<file path="config.mk">
export PLATFORM = sky130hd
export DESIGN_NAME = decimal_reading_oled_renderer
export DESIGN_NICKNAME = d
export VERILOG_FILES = /design/src/rtl/dro_pkg.sv /design/src/rtl/dro_front.sv /design/src/rtl/dro_queue.sv /design/src/rtl/dro_back.sv /design/src/rtl/decimal_reading_oled_renderer.sv
export SDC_FILE = /design/constraint.sdc
export NUM_CORES = 1
export LEC_CHECK = 0
export BUFFER_PORTS_ARGS = -buffer_cell sky130_fd_sc_hd__buf_4
export CAP_MARGIN = 20
export CORE_MARGIN = 2
export CORE_UTILIZATION = 54
export DETAILED_ROUTE_END_ITERATION = 8
export GPL_TIMING_DRIVEN = 0
export MAX_ROUTING_LAYER = met4
export PLACE_DENSITY = 0.82
export SLEW_MARGIN = 20
export SYNTH_ARGS = -nofsm -noshare
export SYNTH_HDL_FRONTEND = slang
export SYNTH_SLANG_ARGS = --single-unit
export TNS_END_PERCENT = 30
</file>
<file path="constraint.sdc">
create_clock -name clk -period 6.7 [get_ports clk]
set_input_delay 0.335 -clock clk [delete_from_list [all_inputs] [get_ports clk]]
set_output_delay 0.335 -clock clk [all_outputs]
set_load 0.02 [all_outputs]
</file>
<file path="src/rtl/dro_pkg.sv">
// Shared constants, job type and font table for the decimal reading renderer.
`default_nettype none

package dro_pkg;

  // Number of decimal digits drawn for each reading.
  localparam int DIGIT_COUNT = 4;
  // Digits, then the degree sign and the capital C.
  localparam int GLYPH_COUNT = DIGIT_COUNT + 2;
  // One cursor and one data transaction for every glyph.
  localparam int STEP_COUNT  = 2 * GLYPH_COUNT;
  localparam int STEP_W      = $clog2(STEP_COUNT);
  localparam int GIDX_W      = STEP_W - 1;
  localparam int DIG_CNT_W   = (DIGIT_COUNT > 1) ? $clog2(DIGIT_COUNT) : 1;

  // Fixed field widths.
  localparam int READING_W = 16;
  localparam int COLUMN_W  = 8;
  localparam int PAGE_W    = 4;
  localparam int DIGIT_W   = 4;

  // Division by ten of a 16-bit value: q = (v * 52429) >> 19.
  localparam int          RECIP_W     = 17;
  localparam int          RECIP_SHIFT = 19;
  localparam logic [16:0] RECIP_TEN   = 17'd52429;
  localparam int          PROD_W      = READING_W + RECIP_W;

  // Request queue between the front and the back.
  localparam int QUEUE_DEPTH = 2;
  localparam int QPTR_W      = 1;
  localparam int QCNT_W      = 2;

  // Transaction bytes and codes.
  localparam logic [7:0]   ADDR_RESET   = 8'h78;
  localparam logic [7:0]   CTRL_CMD     = 8'h00;
  localparam logic [7:0]   CTRL_DATA    = 8'h40;
  localparam logic [7:0]   CMD_COL_HI   = 8'h10;
  localparam logic [7:0]   CMD_PAGE     = 8'hB0;
  localparam logic [3:0]   COUNT_CURSOR = 4'd5;
  localparam logic [3:0]   COUNT_DATA   = 4'd8;
  localparam logic [DIGIT_W-1:0] GLYPH_DEGREE  = 4'd10;
  localparam logic [DIGIT_W-1:0] GLYPH_CELSIUS = 4'd11;

  // One reading after digit extraction; digits[k] is the k-th digit from the left.
  typedef struct packed {
    logic [DIGIT_COUNT-1:0][DIGIT_W-1:0] digits;
    logic [COLUMN_W-1:0]                 column;
    logic [PAGE_W-1:0]                   page;
  } job_t;

  // Six font columns of a glyph, column 0 in the top byte.
  function automatic logic [47:0] glyph_row(input logic [DIGIT_W-1:0] code);
    logic [47:0] row;
    case (code)
      4'd0:    row = 48'h3E_51_49_45_3E_00;
      4'd1:    row = 48'h00_42_7F_40_00_00;
      4'd2:    row = 48'h72_49_49_49_46_00;
      4'd3:    row = 48'h21_41_49_4D_33_00;
      4'd4:    row = 48'h18_14_12_7F_10_00;
      4'd5:    row = 48'h27_45_45_45_39_00;
      4'd6:    row = 48'h3C_4A_49_49_31_00;
      4'd7:    row = 48'h41_21_11_09_07_00;
      4'd8:    row = 48'h36_49_49_49_36_00;
      4'd9:    row = 48'h46_49_49_29_1E_00;
      4'd10:   row = 48'h00_06_09_06_00_00;
      4'd11:   row = 48'h3E_41_41_41_22_00;
      default: row = 48'h0;
    endcase
    return row;
  endfunction

endpackage

`default_nettype wire

</file>
<file path="src/rtl/dro_front.sv">
// Front end: accepts readings and extracts the decimal digits, one per cycle.
`default_nettype none

module dro_front (
  input  wire                              clk,
  input  wire                              rst,
  input  wire                              in_valid,
  output logic                             in_ready,
  input  wire  [dro_pkg::READING_W-1:0]    reading,
  input  wire  [dro_pkg::COLUMN_W-1:0]     start_column,
  input  wire  [dro_pkg::PAGE_W-1:0]       page,
  output logic                             push,
  output dro_pkg::job_t                    push_job,
  input  wire                              push_ready
);

  typedef enum logic [2:0] {
    F_IDLE = 3'b001,
    F_CONV = 3'b010,
    F_PUSH = 3'b100
  } front_state_t;

  front_state_t                                    state, state_next;
  logic [dro_pkg::READING_W-1:0]                   value;
  logic [dro_pkg::DIG_CNT_W-1:0]                   cnt;
  logic [dro_pkg::DIGIT_COUNT-1:0][dro_pkg::DIGIT_W-1:0] digits, digits_next;
  logic [dro_pkg::COLUMN_W-1:0]                    column;
  logic [dro_pkg::PAGE_W-1:0]                      pg;
  logic [dro_pkg::PROD_W-1:0]                      prod;
  logic [dro_pkg::READING_W-1:0]                   quot;
  logic [dro_pkg::READING_W-1:0]                   rem;
  logic                                            load;

  // Quotient by ten through the reciprocal, remainder by shift and add.
  assign prod = dro_pkg::PROD_W'(value) * dro_pkg::PROD_W'(dro_pkg::RECIP_TEN);
  assign quot = dro_pkg::READING_W'(prod >> dro_pkg::RECIP_SHIFT);
  assign rem  = value - ((quot << 3) + (quot << 1));

  // The lowest digit comes out first and moves up to the rightmost place.
  always_comb begin
    for (int i = 0; i < dro_pkg::DIGIT_COUNT; i++) begin
      if (i == 0) begin
        digits_next[i] = rem[dro_pkg::DIGIT_W-1:0];
      end else begin
        digits_next[i] = digits[i-1];
      end
    end
  end

  // A new request is taken when idle or as the finished one leaves.
  assign in_ready = (state == F_IDLE) || ((state == F_PUSH) && push_ready);
  assign load     = in_valid && in_ready;

  always_comb begin
    state_next = state;
    case (state)
      F_IDLE: begin
        if (in_valid) state_next = F_CONV;
      end
      F_CONV: begin
        if (cnt == dro_pkg::DIG_CNT_W'(dro_pkg::DIGIT_COUNT - 1)) state_next = F_PUSH;
      end
      F_PUSH: begin
        if (push_ready) state_next = in_valid ? F_CONV : F_IDLE;
      end
      default: state_next = F_IDLE;
    endcase
  end

  always_ff @(posedge clk) begin
    if (rst) begin
      state <= F_IDLE;
    end else begin
      state <= state_next;
    end
  end

  // Working registers of the conversion.
  always_ff @(posedge clk) begin
    if (load) begin
      value  <= reading;
      column <= start_column;
      pg     <= page;
      cnt    <= '0;
    end else if (state == F_CONV) begin
      value  <= quot;
      digits <= digits_next;
      cnt    <= cnt + 1'b1;
    end
  end

  assign push            = (state == F_PUSH);
  assign push_job.digits = digits;
  assign push_job.column = column;
  assign push_job.page   = pg;

endmodule

`default_nettype wire

</file>
<file path="src/rtl/dro_queue.sv">
// Short queue of converted readings between the front and the back.
`default_nettype none

module dro_queue (
  input  wire            clk,
  input  wire            rst,
  input  wire            push,
  input  dro_pkg::job_t  push_job,
  output logic           push_ready,
  output logic           head_valid,
  output dro_pkg::job_t  head_job,
  input  wire            pop
);

  dro_pkg::job_t               store [dro_pkg::QUEUE_DEPTH];
  logic [dro_pkg::QPTR_W-1:0]  wr_ptr, rd_ptr;
  logic [dro_pkg::QCNT_W-1:0]  count;
  logic                        do_push, do_pop;

  assign push_ready = (count != dro_pkg::QCNT_W'(dro_pkg::QUEUE_DEPTH));
  assign head_valid = (count != '0);
  assign head_job   = store[rd_ptr];
  assign do_push    = push && push_ready;
  assign do_pop     = pop && head_valid;

  // Pointers and fill count.
  always_ff @(posedge clk) begin
    if (rst) begin
      wr_ptr <= '0;
      rd_ptr <= '0;
      count  <= '0;
    end else begin
      if (do_push) wr_ptr <= wr_ptr + 1'b1;
      if (do_pop)  rd_ptr <= rd_ptr + 1'b1;
      count <= count + QCNT_INC(do_push) - QCNT_INC(do_pop);
    end
  end

  function automatic logic [dro_pkg::QCNT_W-1:0] QCNT_INC(input logic b);
    return {{(dro_pkg::QCNT_W-1){1'b0}}, b};
  endfunction

  // Entry storage.
  always_ff @(posedge clk) begin
    if (do_push) store[wr_ptr] <= push_job;
  end

endmodule

`default_nettype wire

</file>
<file path="src/rtl/dro_back.sv">
// Back end: steps through the cursor and data transactions of each reading.
`default_nettype none

module dro_back (
  input  wire                    clk,
  input  wire                    rst,
  input  wire                    head_valid,
  input  dro_pkg::job_t          head_job,
  output logic                   pop,
  input  wire  [7:0]             address,
  output logic                   out_valid,
  input  wire                    out_ready,
  output logic                   is_data,
  output logic [3:0]             byte_count,
  output logic [7:0]             byte_zero,
  output logic [7:0]             byte_one,
  output logic [7:0]             byte_two,
  output logic [7:0]             byte_three,
  output logic [7:0]             byte_four,
  output logic [7:0]             byte_five,
  output logic [7:0]             byte_six,
  output logic [7:0]             byte_seven,
  output logic                   last
);

  logic [dro_pkg::STEP_W-1:0]    step;
  logic [dro_pkg::GIDX_W-1:0]    gidx;
  logic                          advance;
  logic                          step_end;
  logic [dro_pkg::DIGIT_W-1:0]   code;
  logic [47:0]                   row;
  logic [7:0]                    col;

  assign gidx     = step[dro_pkg::STEP_W-1:1];
  assign advance  = head_valid && (!out_valid || out_ready);
  assign step_end = (step == dro_pkg::STEP_W'(dro_pkg::STEP_COUNT - 1));
  assign pop      = advance && step_end;

  // Glyph chosen by the position within the reading.
  always_comb begin
    if (gidx < dro_pkg::GIDX_W'(dro_pkg::DIGIT_COUNT)) begin
      code = head_job.digits[gidx[dro_pkg::DIG_CNT_W-1:0]];
    end else if (gidx == dro_pkg::GIDX_W'(dro_pkg::DIGIT_COUNT)) begin
      code = dro_pkg::GLYPH_DEGREE;
    end else begin
      code = dro_pkg::GLYPH_CELSIUS;
    end
  end

  assign row = dro_pkg::glyph_row(code);
  assign col = head_job.column + 8'({gidx, 3'b000});

  // Step counter over the transactions of the head request.
  always_ff @(posedge clk) begin
    if (rst) begin
      step <= '0;
    end else if (advance) begin
      step <= step_end ? '0 : step + 1'b1;
    end
  end

  // Output register.
  always_ff @(posedge clk) begin
    if (rst) begin
      out_valid <= 1'b0;
    end else if (advance) begin
      out_valid <= 1'b1;
    end else if (out_ready) begin
      out_valid <= 1'b0;
    end
  end

  always_ff @(posedge clk) begin
    if (advance) begin
      is_data   <= step[0];
      byte_zero <= address;
      last      <= step_end;
      if (step[0]) begin
        byte_count <= dro_pkg::COUNT_DATA;
        byte_one   <= dro_pkg::CTRL_DATA;
        byte_two   <= row[47:40];
        byte_three <= row[39:32];
        byte_four  <= row[31:24];
        byte_five  <= row[23:16];
        byte_six   <= row[15:8];
        byte_seven <= row[7:0];
      end else begin
        byte_count <= dro_pkg::COUNT_CURSOR;
        byte_one   <= dro_pkg::CTRL_CMD;
        byte_two   <= {4'h0, col[3:0]};
        byte_three <= dro_pkg::CMD_COL_HI | {4'h0, col[7:4]};
        byte_four  <= dro_pkg::CMD_PAGE | {4'h0, head_job.page};
        byte_five  <= 8'h00;
        byte_six   <= 8'h00;
        byte_seven <= 8'h00;
      end
    end
  end

`ifndef NO_ASSERTIONS
  a_last_is_data: assert property (@(posedge clk) disable iff (rst)
    out_valid && last |-> is_data)
    else $error("last flag on a cursor transaction");
  a_count_kind: assert property (@(posedge clk) disable iff (rst)
    out_valid |-> (is_data ? byte_count == dro_pkg::COUNT_DATA
                           : byte_count == dro_pkg::COUNT_CURSOR))
    else $error("byte count does not match transaction kind");
  a_pop_restarts: assert property (@(posedge clk) disable iff (rst)
    pop |=> step == '0)
    else $error("step counter not restarted after the last transaction");
  a_pop_flags_last: assert property (@(posedge clk) disable iff (rst)
    pop |=> out_valid && last)
    else $error("request retired without its final transaction");
`endif

endmodule

`default_nettype wire

</file>
<file path="src/rtl/decimal_reading_oled_renderer.sv">
// Top level of the decimal reading renderer for a page-addressed OLED on I2C.
// Each accepted reading yields twelve transactions: a cursor and a data transaction for each of
// four decimal digits, a degree sign and a C. Transactions leave at one per cycle while a reading
// is queued and the receiver keeps out_ready high; the sequencer in the back end sets the
// sustained rate. The front end extracts the digits with one divide-by-ten per cycle, and a
// two-entry queue lets it take the next reading while the back end still emits. The address
// register resets to 0x78 and is written through the configuration channel, which is always ready.
`default_nettype none

module decimal_reading_oled_renderer (
  input  wire         clk,
  input  wire         rst,
  input  wire         cfg_valid,
  output logic        cfg_ready,
  input  wire  [7:0]  cfg_data,
  input  wire         in_valid,
  output logic        in_ready,
  input  wire  [15:0] reading,
  input  wire  [7:0]  start_column,
  input  wire  [3:0]  page,
  output logic        out_valid,
  input  wire         out_ready,
  output logic        is_data,
  output logic [3:0]  byte_count,
  output logic [7:0]  byte_zero,
  output logic [7:0]  byte_one,
  output logic [7:0]  byte_two,
  output logic [7:0]  byte_three,
  output logic [7:0]  byte_four,
  output logic [7:0]  byte_five,
  output logic [7:0]  byte_six,
  output logic [7:0]  byte_seven,
  output logic        last
);

  logic           address;
  logic [7:0]     display_address_byte;
  logic           push, push_ready, head_valid, pop;
  dro_pkg::job_t  push_job, head_job;

  // Address register.
  assign cfg_ready = 1'b1;
  assign address   = cfg_valid && cfg_ready;

  always_ff @(posedge clk) begin
    if (rst) begin
      display_address_byte <= dro_pkg::ADDR_RESET;
    end else if (address) begin
      display_address_byte <= cfg_data;
    end
  end

  dro_front u_front (
    .clk          (clk),
    .rst          (rst),
    .in_valid     (in_valid),
    .in_ready     (in_ready),
    .reading      (reading),
    .start_column (start_column),
    .page         (page),
    .push         (push),
    .push_job     (push_job),
    .push_ready   (push_ready)
  );

  dro_queue u_queue (
    .clk        (clk),
    .rst        (rst),
    .push       (push),
    .push_job   (push_job),
    .push_ready (push_ready),
    .head_valid (head_valid),
    .head_job   (head_job),
    .pop        (pop)
  );

  dro_back u_back (
    .clk        (clk),
    .rst        (rst),
    .head_valid (head_valid),
    .head_job   (head_job),
    .pop        (pop),
    .address    (display_address_byte),
    .out_valid  (out_valid),
    .out_ready  (out_ready),
    .is_data    (is_data),
    .byte_count (byte_count),
    .byte_zero  (byte_zero),
    .byte_one   (byte_one),
    .byte_two   (byte_two),
    .byte_three (byte_three),
    .byte_four  (byte_four),
    .byte_five  (byte_five),
    .byte_six   (byte_six),
    .byte_seven (byte_seven),
    .last       (last)
  );

endmodule

`default_nettype wire

</file>
==> results of run 1 <==
-- cells in the mapped netlist (17+ instances only) --
| cell | n |
|---|---|
| inv_1 | 173 |
| ha_1 | 147 |
| edfxtp_1 | 146 |
| fa_1 | 81 |
| nand2_1 | 58 |
| nor2_1 | 55 |
| a21oi_1 | 52 |
| o21ai_0 | 30 |
| buf_4 | 28 |
| dfxtp_1 | 23 |
| xnor2_1 | 18 |
| clkbuf_1 | 17 |
| nand3_1 | 17 |
-- cell families after synthesis --
| logic type | synth area share, % |
|---|---|
| AO/OA/AOI/OAI | 8.231 |
| XOR/XNOR | 2.170 |
| adder cells (fa/ha/maj) | 29.57 |
| buffers and inverters | 8.177 |
| flip-flops | 41.39 |
| multiplexers | 3.111 |
| other | 0.06416 |
| AND/OR/NAND/NOR | 7.290 |
-- layout by cell type (no fill, tap or decap), types with 16 or more instances in the layout --
cell type / synthesis / final
inv_1: 173 / 172
ha_1: 147 / 146
edfxtp_1: 146 / 146
buf_4: 28 / 135
fa_1: 81 / 81
nand2_1: 58 / 58
nor2_1: 55 / 55
a21oi_1: 52 / 52
o21ai_0: 30 / 28
dfxtp_1: 23 / 23
conb_1: 2 / 21
nand3_1: 17 / 17
clkbuf_16: 0 / 17
clkbuf_1: 17 / 16
xnor2_1: 18 / 16
-- routing by layer --
metal,global-route usage (%),vias up
met5,-,-
met4,8.458,0
met3,3.283,54
met2,40.90,250
met1,31.66,3806
li1,-,3720
-- worst max path at each step --
stage               cells past startpoint                    to
finish                                 19  u_front.push_job[15]
global route                           19  u_front.push_job[15]
CTS                                    21  u_front.push_job[15]
detailed placement                     21  u_front.push_job[15]
global placement                       21  u_front.push_job[15]
floorplan                              21  u_front.push_job[15]
-- sequential cells by signal (all words and copies together), names as in the netlist, 6 cells and up, named ones only --
register / flops
display_address_byte: 8
u_back.byte_five: 7
u_back.byte_four: 8
u_back.byte_six: 7
u_back.byte_three: 6
u_back.byte_two: 7
u_back.byte_zero: 8
u_front.column: 8
u_front.push_job: 16
u_front.value: 16
u_queue.store: 56
-- critical path: cells and delay by family (launching register included) --
family	cells	cell delay [ps]
xor+xnor	3	600
buf+inv	2	130
fa+ha+maj	8	3770
flops	1	560
compound gates	2	500
simple gates	4	640
-- per-stage QoR --
step                hold slack, ps  utilization, %
global route                 54.62           64.32
finish                       65.00           64.32
global placement             405.4           60.56
detailed placement           418.6           60.83
floorplan                    400.5               -
CTS                          46.44           63.81
-- layout make-up --
type / instances / share of cell area, %
Multi-Input combinational cell: 636 / 44.17
Sequential cell: 169 / 35.60
Timing Repair Buffer: 108 / 6.106
Inverter: 174 / 4.800
Clock buffer: 17 / 3.126
Tap cell: 275 / 2.529
Buffer: 49 / 2.207
Clock inverter: 15 / 1.453
-- repair_timing --
action / in CTS / in global routing
cloned: 0 / 0
buffers inserted: 0 / 12
pin swaps: 0 / 1
endpoints found under the setup margin: 1 / 2
resized for setup: 1 / 6
hold buffers: 0 / 0
endpoints found under the hold margin: 0 / 0
==> flow_summary.yaml, run 1 <==
timing:
  setup_viol: 0
  max_slew_margin_pct: 40.01
  fin_tns_setup_ps: 0
  hold_viol_final: 0
  finalCriticalPeriod_ps: 6458
  final_max_slew_viol_count: 0
  finalClockSkew_ps: 12.18
  fin_crit_sh_pct: 96.39
  timing.fmax_mhz: 154.8
  setup_ws_ps: 241.8
  tightest_slew_ps: 892.3
grt:
  grt_usage_pct: 24.73
  antenna_found_initial: 0
  grt-ovfl-total: 0
  grt_start_max_net_pins: 29
  grt_pass1_wl_um: 41660
  grt_pass1_vias: 8063
route:
  wl_met1_um: 10830
  routed_wire_length_per_instance_um: 17.78
  totalWireLength_um: 25660
  highest-signal-layer: "met4"
  antenna_left: 0
  firstDrtPassIters: 7
  vias_per_cell: 5.426
  drt_iter0_markers: 528
  vias: 7830
  route.detailed.drc: 0
  wl_met2_um: 12720
  wl_met3_um: 1437
placement:
  globalplace.congestion: 0.9958
  place_area_sq_um: 12870
  dp.final_hpwl_um: 20250
  dp.cells: 1400
  io_buffers: 92
  post-place-ws_ps: 14.11
critical_path:
  r2r-start: "u_front.value[4]"
  reg2reg_depth: 19
  critical_path.startpoint: "u_front.value[4]"
  path_cells: "ha_1 -> inv_1 -> fa_1 -> inv_1 -> fa_1 -> fa_1 -> fa_1 -> fa_1 -> ha_1 -> and4_4 -> nand3_1 -> a211o_1 -> o21ai_1 -> xor2_1 -> ha_1 -> nand2_1 -> nand4b_1 -> xnor2_2 -> xnor2_2"
  max_stage_delay_ps: 560
  crit_top_cell: "fa_1"
  rrSetupSlack_ps: 240
  rr_endpoint: "u_front.push_job[15]"
  worstSetupEndpointType: "flip-flop"
  required_ps: 6870
  worstPathMaxFanout: 6
  slowest_stage: "edfxtp_1"
  crit_path_start_kind: "flip-flop"
  crit_type: "flip-flop to flip-flop"
  cp.arrival_ps: 6630
clocking:
  cts_sinks: 169
  root_buffer: "clkbuf_16"
  cts_max_level: 4
  tritoncts: "built"
  numCtsBuffers: 17
  insertion_delay_ps: 440
  clk_path_buf_depth: 2
  clkTransAtPathRegs_ps: 80
run_status:
  status: "complete, no violations"
floorplanning:
  row_count: 53
  pin_count: 114
  die-height_um: 151.2
  start_util_pct: 55.33
  coreArea_sq_um: 21150
  die_x_um: 151.2
  dieArea_sq_um: 22870
synthesis:
  yosysWarnings: 0
  synth_cells: 1010
  synth_seq_area_share_pct: 41.39
  synth_edf_count: 146
  synth-seq-cells: 169
  postSynthAreaPerCell_sq_um: 11.59
  synth_top_area_share_pct: 37.46
  syn_area_sq_um: 11700
  synth_top_area_cell: "edfxtp_1"
  ys.flop_type: "edfxtp_1"
  async_flop_share_pct: 0
  ys_top_cells_by_area: "edfxtp_1, ha_1, fa_1, inv_1, dfxtp_1"
  yosysUniqueCellTypes: 64
layout:
  multiInputGateArea_sq_um: 6011
  nNetsFinal: 1424
  final_cell_count_no_fill: 1443
  layout-drive-gt1-share_pct: 16.95
  n_fill_cell: 1623
  area_growth_syn_to_layout_pct: 16.25
  seqCellArea_sq_um: 4845
  final_area_sq_um: 13610
  diodes: 0
min_path:
  holdPathEnd: "u_front.pg[3]"
  min_path_cells: 1
  hold_class: "input port to flip-flop"
  worstHoldStart: "page[3]"
flow_run:
  maxCapViolations: 0
Power of run 1 is not shown: default switching activity piles up to over one toggle a cycle in this logic, so the estimate is an artifact.
==> inputs of run 2 (changes only) <==
- ABC_AREA: unset -> 1
- GPL_TIMING_DRIVEN: 0 -> unset
==> flow_summary.yaml, run 2 <==
floorplanning:
  dieArea_sq_um: 23660
  die-height_um: 153.8
  start_util_pct: 55.19
  die_x_um: 153.8
  pin_count: 114
  coreArea_sq_um: 21960
  row_count: 54
synthesis:
  synth_xor_area_share_pct: 0.7950
  synth.most_common_cell: "inv_1"
  yosys-top-cells-count: "inv_1, nand2_1, ha_1, edfxtp_1, nor2_1"
  synth_top_area_cell: "edfxtp_1"
  synth_seq_area_share_pct: 39.98
  synth_compound_area_share_pct: 6.112
  syn_area_sq_um: 12120
  ys.flop_type: "edfxtp_1"
  synth-seq-cells: 169
  synth.mux.area_fraction_pct: 0.08259
  synth_edf_count: 146
  yosys.area_share.simple_pct: 14.39
  yosysWarnings: 0
  synthAdderAreaFrac_pct: 28.56
  async_flop_share_pct: 0
  synth_top_area_share_pct: 36.18
  synth_cells: 1241
  synth_top_family_by_area: "adder cells"
  ys_top_cells_by_area: "edfxtp_1, ha_1, fa_1, inv_1, nand2_1"
  postSynthAreaPerCell_sq_um: 9.766
  yosysUniqueCellTypes: 44
critical_path:
  cp.arrival_ps: 6170
  r2r-start: "u_front.value[3]"
  critical_path.startpoint: "u_front.value[3]"
  reg2reg_depth: 24
  rrSetupSlack_ps: 710
  required_ps: 6880
  worstSetupEndpointType: "flip-flop"
  crit_type: "flip-flop to flip-flop"
  crit_path_start_kind: "flip-flop"
  worstPathMaxFanout: 6
  rr_endpoint: "u_front.push_job[15]"
placement:
  dp.final_hpwl_um: 22690
  globalplace.congestion: 1.016
  io_buffers: 92
  post-place-ws_ps: 816.4
timing:
  final_max_slew_viol_count: 0
  rsz0062_at_grt: "false"
  fin_crit_sh_pct: 89.45
  finalClockSkew_ps: 19.73
  timing.fmax_mhz: 166.9
  fin_tns_setup_ps: 0
  setup_viol: 0
  tightest_slew_ps: 941.2
  max_slew_margin_pct: 37.16
  setup_ws_ps: 706.7
  hold_viol_final: 0
  finalCriticalPeriod_ps: 5993
grt:
  grt_pass1_wl_um: 47490
  grt_start_max_net_pins: 50
  antenna_found_initial: 1
  grt_usage_pct: 26.90
  grt_pass1_vias: 8971
  grt-ovfl-total: 0
layout:
  largest_reg_flops: 56
  area_growth_syn_to_layout_pct: 12.19
  layout-drive-gt1-share_pct: 11.29
  mostFrequentLayoutCells: "inv_1, nand2_1, ha_1"
  seqCellArea_sq_um: 4845
  nNetsFinal: 1602
  largest-register: "u_queue.store"
  multiInputGateArea_sq_um: 6143
  n_fill_cell: 1749
  layout.cells.most_common: "inv_1"
clocking:
  root_buffer: "clkbuf_16"
  tritoncts: "built"
  numCtsBuffers: 17
  cts_max_level: 4
  clk_path_buf_depth: 2
  clkTransAtPathRegs_ps: 70
  cts_resized: 0
  cts_setup_buffers: 0
  hold_buffers: 0
  insertion_delay_ps: 440
  cts_sinks: 169
min_path:
  hold_class: "input port to flip-flop"
  holdPathEnd: "u_front.column[7]"
  worstHoldStart: "start_column[7]"
  min_path_cells: 1
route:
  antenna_left: 0
  totalWireLength_um: 29280
  routed_wire_length_per_instance_um: 17.99
  vias_per_cell: 5.400
  route.detailed.drc: 0
  firstDrtPassIters: 5
  drt_iter0_markers: 891
  vias: 8785
flow_run:
  maxCapViolations: 0
run_status:
  status: "complete, no violations"
## run 2: worst max-delay path by stage
stage	to	slack (ps)	cells after the start
5_1_grt	u_front.push_job[15]	310	26
3_5_place_dp	u_front.push_job[15]	820	24
2_1_floorplan	u_front.push_job[15]	1280	24
6_report	u_front.push_job[15]	710	24
3_3_place_gp	u_front.push_job[15]	930	24
4_1_cts	u_front.push_job[15]	760	24
## run 2: metrics by stage
step | utilization, % | hold slack [ps] | cell area, sq um | instances
2_1_floorplan | - | 402.9 | 12190 | 1260
3_3_place_gp | 59.08 | 408.4 | 12970 | 1594
3_5_place_dp | 59.08 | 411.7 | 12970 | 1594
4_1_cts | 61.91 | 65.21 | 13590 | 1626
5_1_grt | 61.92 | 61.25 | 13600 | 1627
6_report | 61.92 | 80.09 | 13600 | 1627
## run 2: critical path, stage by stage, from the launching register on
cell and delay [ps]:
edfxtp_1 540, ha_1 440, inv_1 80, fa_1 550, inv_1 60, fa_1 520, fa_1 520, fa_1 550
inv_1 50, fa_1 540, inv_1 50, ha_1 330, a21oi_1 180, o21a_1 150, nand2_1 70, inv_1 70
nand3_1 90, and2_1 170, ha_1 180, xnor2_1 210, inv_1 70, nand3_1 110, nand3_1 80, nand2_1 80
inv_1 40
## run 2: area by class of cell
type,instances,share of cell area [%]
repair buffers,96,5.300
inverters,243,6.727
multi-input cells,806,45.18
clock inverters,13,1.307
well taps,280,2.577
flip-flops and latches,169,35.63
diodes,1,0.01840
clock buffers,19,3.258
## run 2: cell families (layout without fill, tap and decap cells)
family / count (synthesis) / count (layout)
fa+ha+maj: 228 / 228
buf+inv: 285 / 371
mux: 1 / 1
simple gates: 414 / 414
flops: 169 / 169
other cells: 2 / 22
compound gates: 131 / 131
xor+xnor: 11 / 11
## run 2: metal layers
| layer | part of all wire [%] | track usage (%) | wire (um) |
|---|---|---|---|
| met1 | 44 | 36.74 | 12780 |
| met2 | 46 | 41.08 | 13580 |
| met3 | 8.1 | 6.342 | 2359 |
| met4 | 1.9 | 6.587 | 553 |
| met5 | 0 | - | 0 |
Power of run 2 is left out for the same reason.
==> inputs of run 3 (changes only) <==
- CORE_UTILIZATION: 54 -> 50
- PLACE_DENSITY: 0.82 -> 0.77
==> flow_summary.yaml, run 3 (same netlist as run 2, synthesis figures left out) <==
critical_path:
  crit_path_start_kind: "flip-flop"
  path_cells: "ha_1 -> inv_1 -> fa_1 -> inv_1 -> fa_1 -> fa_1 -> fa_1 -> inv_1 -> fa_1 -> inv_1 -> ha_1 -> a21oi_1 -> o21a_1 -> nand2_1 -> inv_1 -> nand3_1 -> and2_1 -> ha_1 -> xnor2_1 -> inv_1 -> nand3_1 -> nand3_1 -> nand2_1 -> inv_1"
  required_ps: 6890
  slowest_stage: "edfxtp_1"
  crit_top_cell: "inv_1"
  cp.arrival_ps: 6110
  max_stage_delay_ps: 540
  worstSetupEndpointType: "flip-flop"
  crit_type: "flip-flop to flip-flop"
  worstPathMaxFanout: 6
layout:
  multiInputGateArea_sq_um: 6143
  mostFrequentLayoutCells: "inv_1, nand2_1, ha_1"
  seqCellArea_sq_um: 4845
  largest_reg_flops: 56
  layout.cells.most_common: "inv_1"
  nNetsFinal: 1602
  area_growth_syn_to_layout_pct: 12.46
  largest-register: "u_queue.store"
  n_fill_cell: 1998
  layout-drive-gt1-share_pct: 11.37
route:
  antenna_left: 0
  routed_wire_length_per_instance_um: 17.45
  wl_met2_um: 13380
  route.detailed.drc: 0
  firstDrtPassIters: 7
  vias: 8678
  drt_iter0_markers: 647
  vias_per_cell: 5.209
  totalWireLength_um: 29070
  highest-signal-layer: "met4"
  wl_met1_um: 13180
  wl_met3_um: 2079
timing:
  hold_viol_final: 0
  tightest_slew_ps: 892.9
  rsz0062_at_grt: "false"
  max_slew_margin_pct: 40.39
  finalClockSkew_ps: 15.26
  timing.fmax_mhz: 169.0
  fin_crit_sh_pct: 88.32
  finalCriticalPeriod_ps: 5917
  fin_tns_setup_ps: 0
  setup_viol: 0
  final_max_slew_viol_count: 0
clocking:
  clk_path_buf_depth: 2
  cts_resized: 0
  cts_max_level: 4
  cts_sinks: 169
  hold_buffers: 0
  root_buffer: "clkbuf_16"
  clkTransAtPathRegs_ps: 70
  cts_setup_buffers: 0
  insertion_delay_ps: 440
  numCtsBuffers: 17
  tritoncts: "built"
grt:
  grt_usage_pct: 24.64
  antenna_found_initial: 1
  grt_pass1_vias: 8846
  grt_pass1_wl_um: 47300
  grt_start_max_net_pins: 50
  grt-ovfl-total: 0
placement:
  io_buffers: 92
  globalplace.congestion: 1.013
  dp.final_hpwl_um: 23030
run_status:
  status: "complete, no violations"
floorplanning:
  coreArea_sq_um: 23610
  die-height_um: 159.7
  start_util_pct: 51.32
  die_x_um: 159.7
  row_count: 56
  pin_count: 114
  dieArea_sq_um: 25500
min_path:
  hold_class: "input port to flip-flop"
flow_run:
  maxCapViolations: 0
[run 3: path summary, 6_finish.rpt]
kind	start	to	slack (ps)	depth (start not counted)
setup reg to reg	u_front.value[3]	u_front.push_job[15]	780	24
hold / removal	page[0]	u_front.pg[0]	70	1
hold reg to reg	display_address_byte[7]	u_back.byte_zero[7]	430	0
setup / recovery	u_front.value[3]	u_front.push_job[15]	780	24
[run 3: cell type report]
cell class	count	share of cell area, %
tap	319	2.928
clock buffer	17	3.121
antenna	1	0.01836
multi-input combinational	806	45.07
timing repair buffer	96	5.288
clock inverter	15	1.313
sequential	169	35.55
inverter	243	6.711
[run 3: worst max-delay path: cells and delay by family, from the launching register on]
family / cells / cell delay [ps]
compound gates: 2 / 370
fa+ha+maj: 8 / 3560
buf+inv: 7 / 380
flops: 1 / 540
xor+xnor: 1 / 210
simple gates: 6 / 590
[run 3: stage by stage]
step / hold WS, ps / instance area, sq um / utilization, % / setup WS, ps / instances
after global placement: 411.7 / 13020 / 55.15 / 943.8 / 1633
final: 71.50 / 13630 / 57.72 / 782.6 / 1666
after floorplan: 402.9 / 12190 / - / 1276 / 1260
after CTS: 64.52 / 13630 / 57.71 / 794.0 / 1665
after detailed placement: 413.9 / 13020 / 55.15 / 839.3 / 1633
after global routing: 62.12 / 13630 / 57.72 / 398.1 / 1666
[run 3: routing by layer]
metal / up-vias / GRT usage, %
li1: 4180 / -
met1: 4135 / 33.84
met2: 325 / 38.13
met3: 38 / 5.143
met4: 0 / 5.165
met5: - / -
Power of run 3 is left out for the same reason.
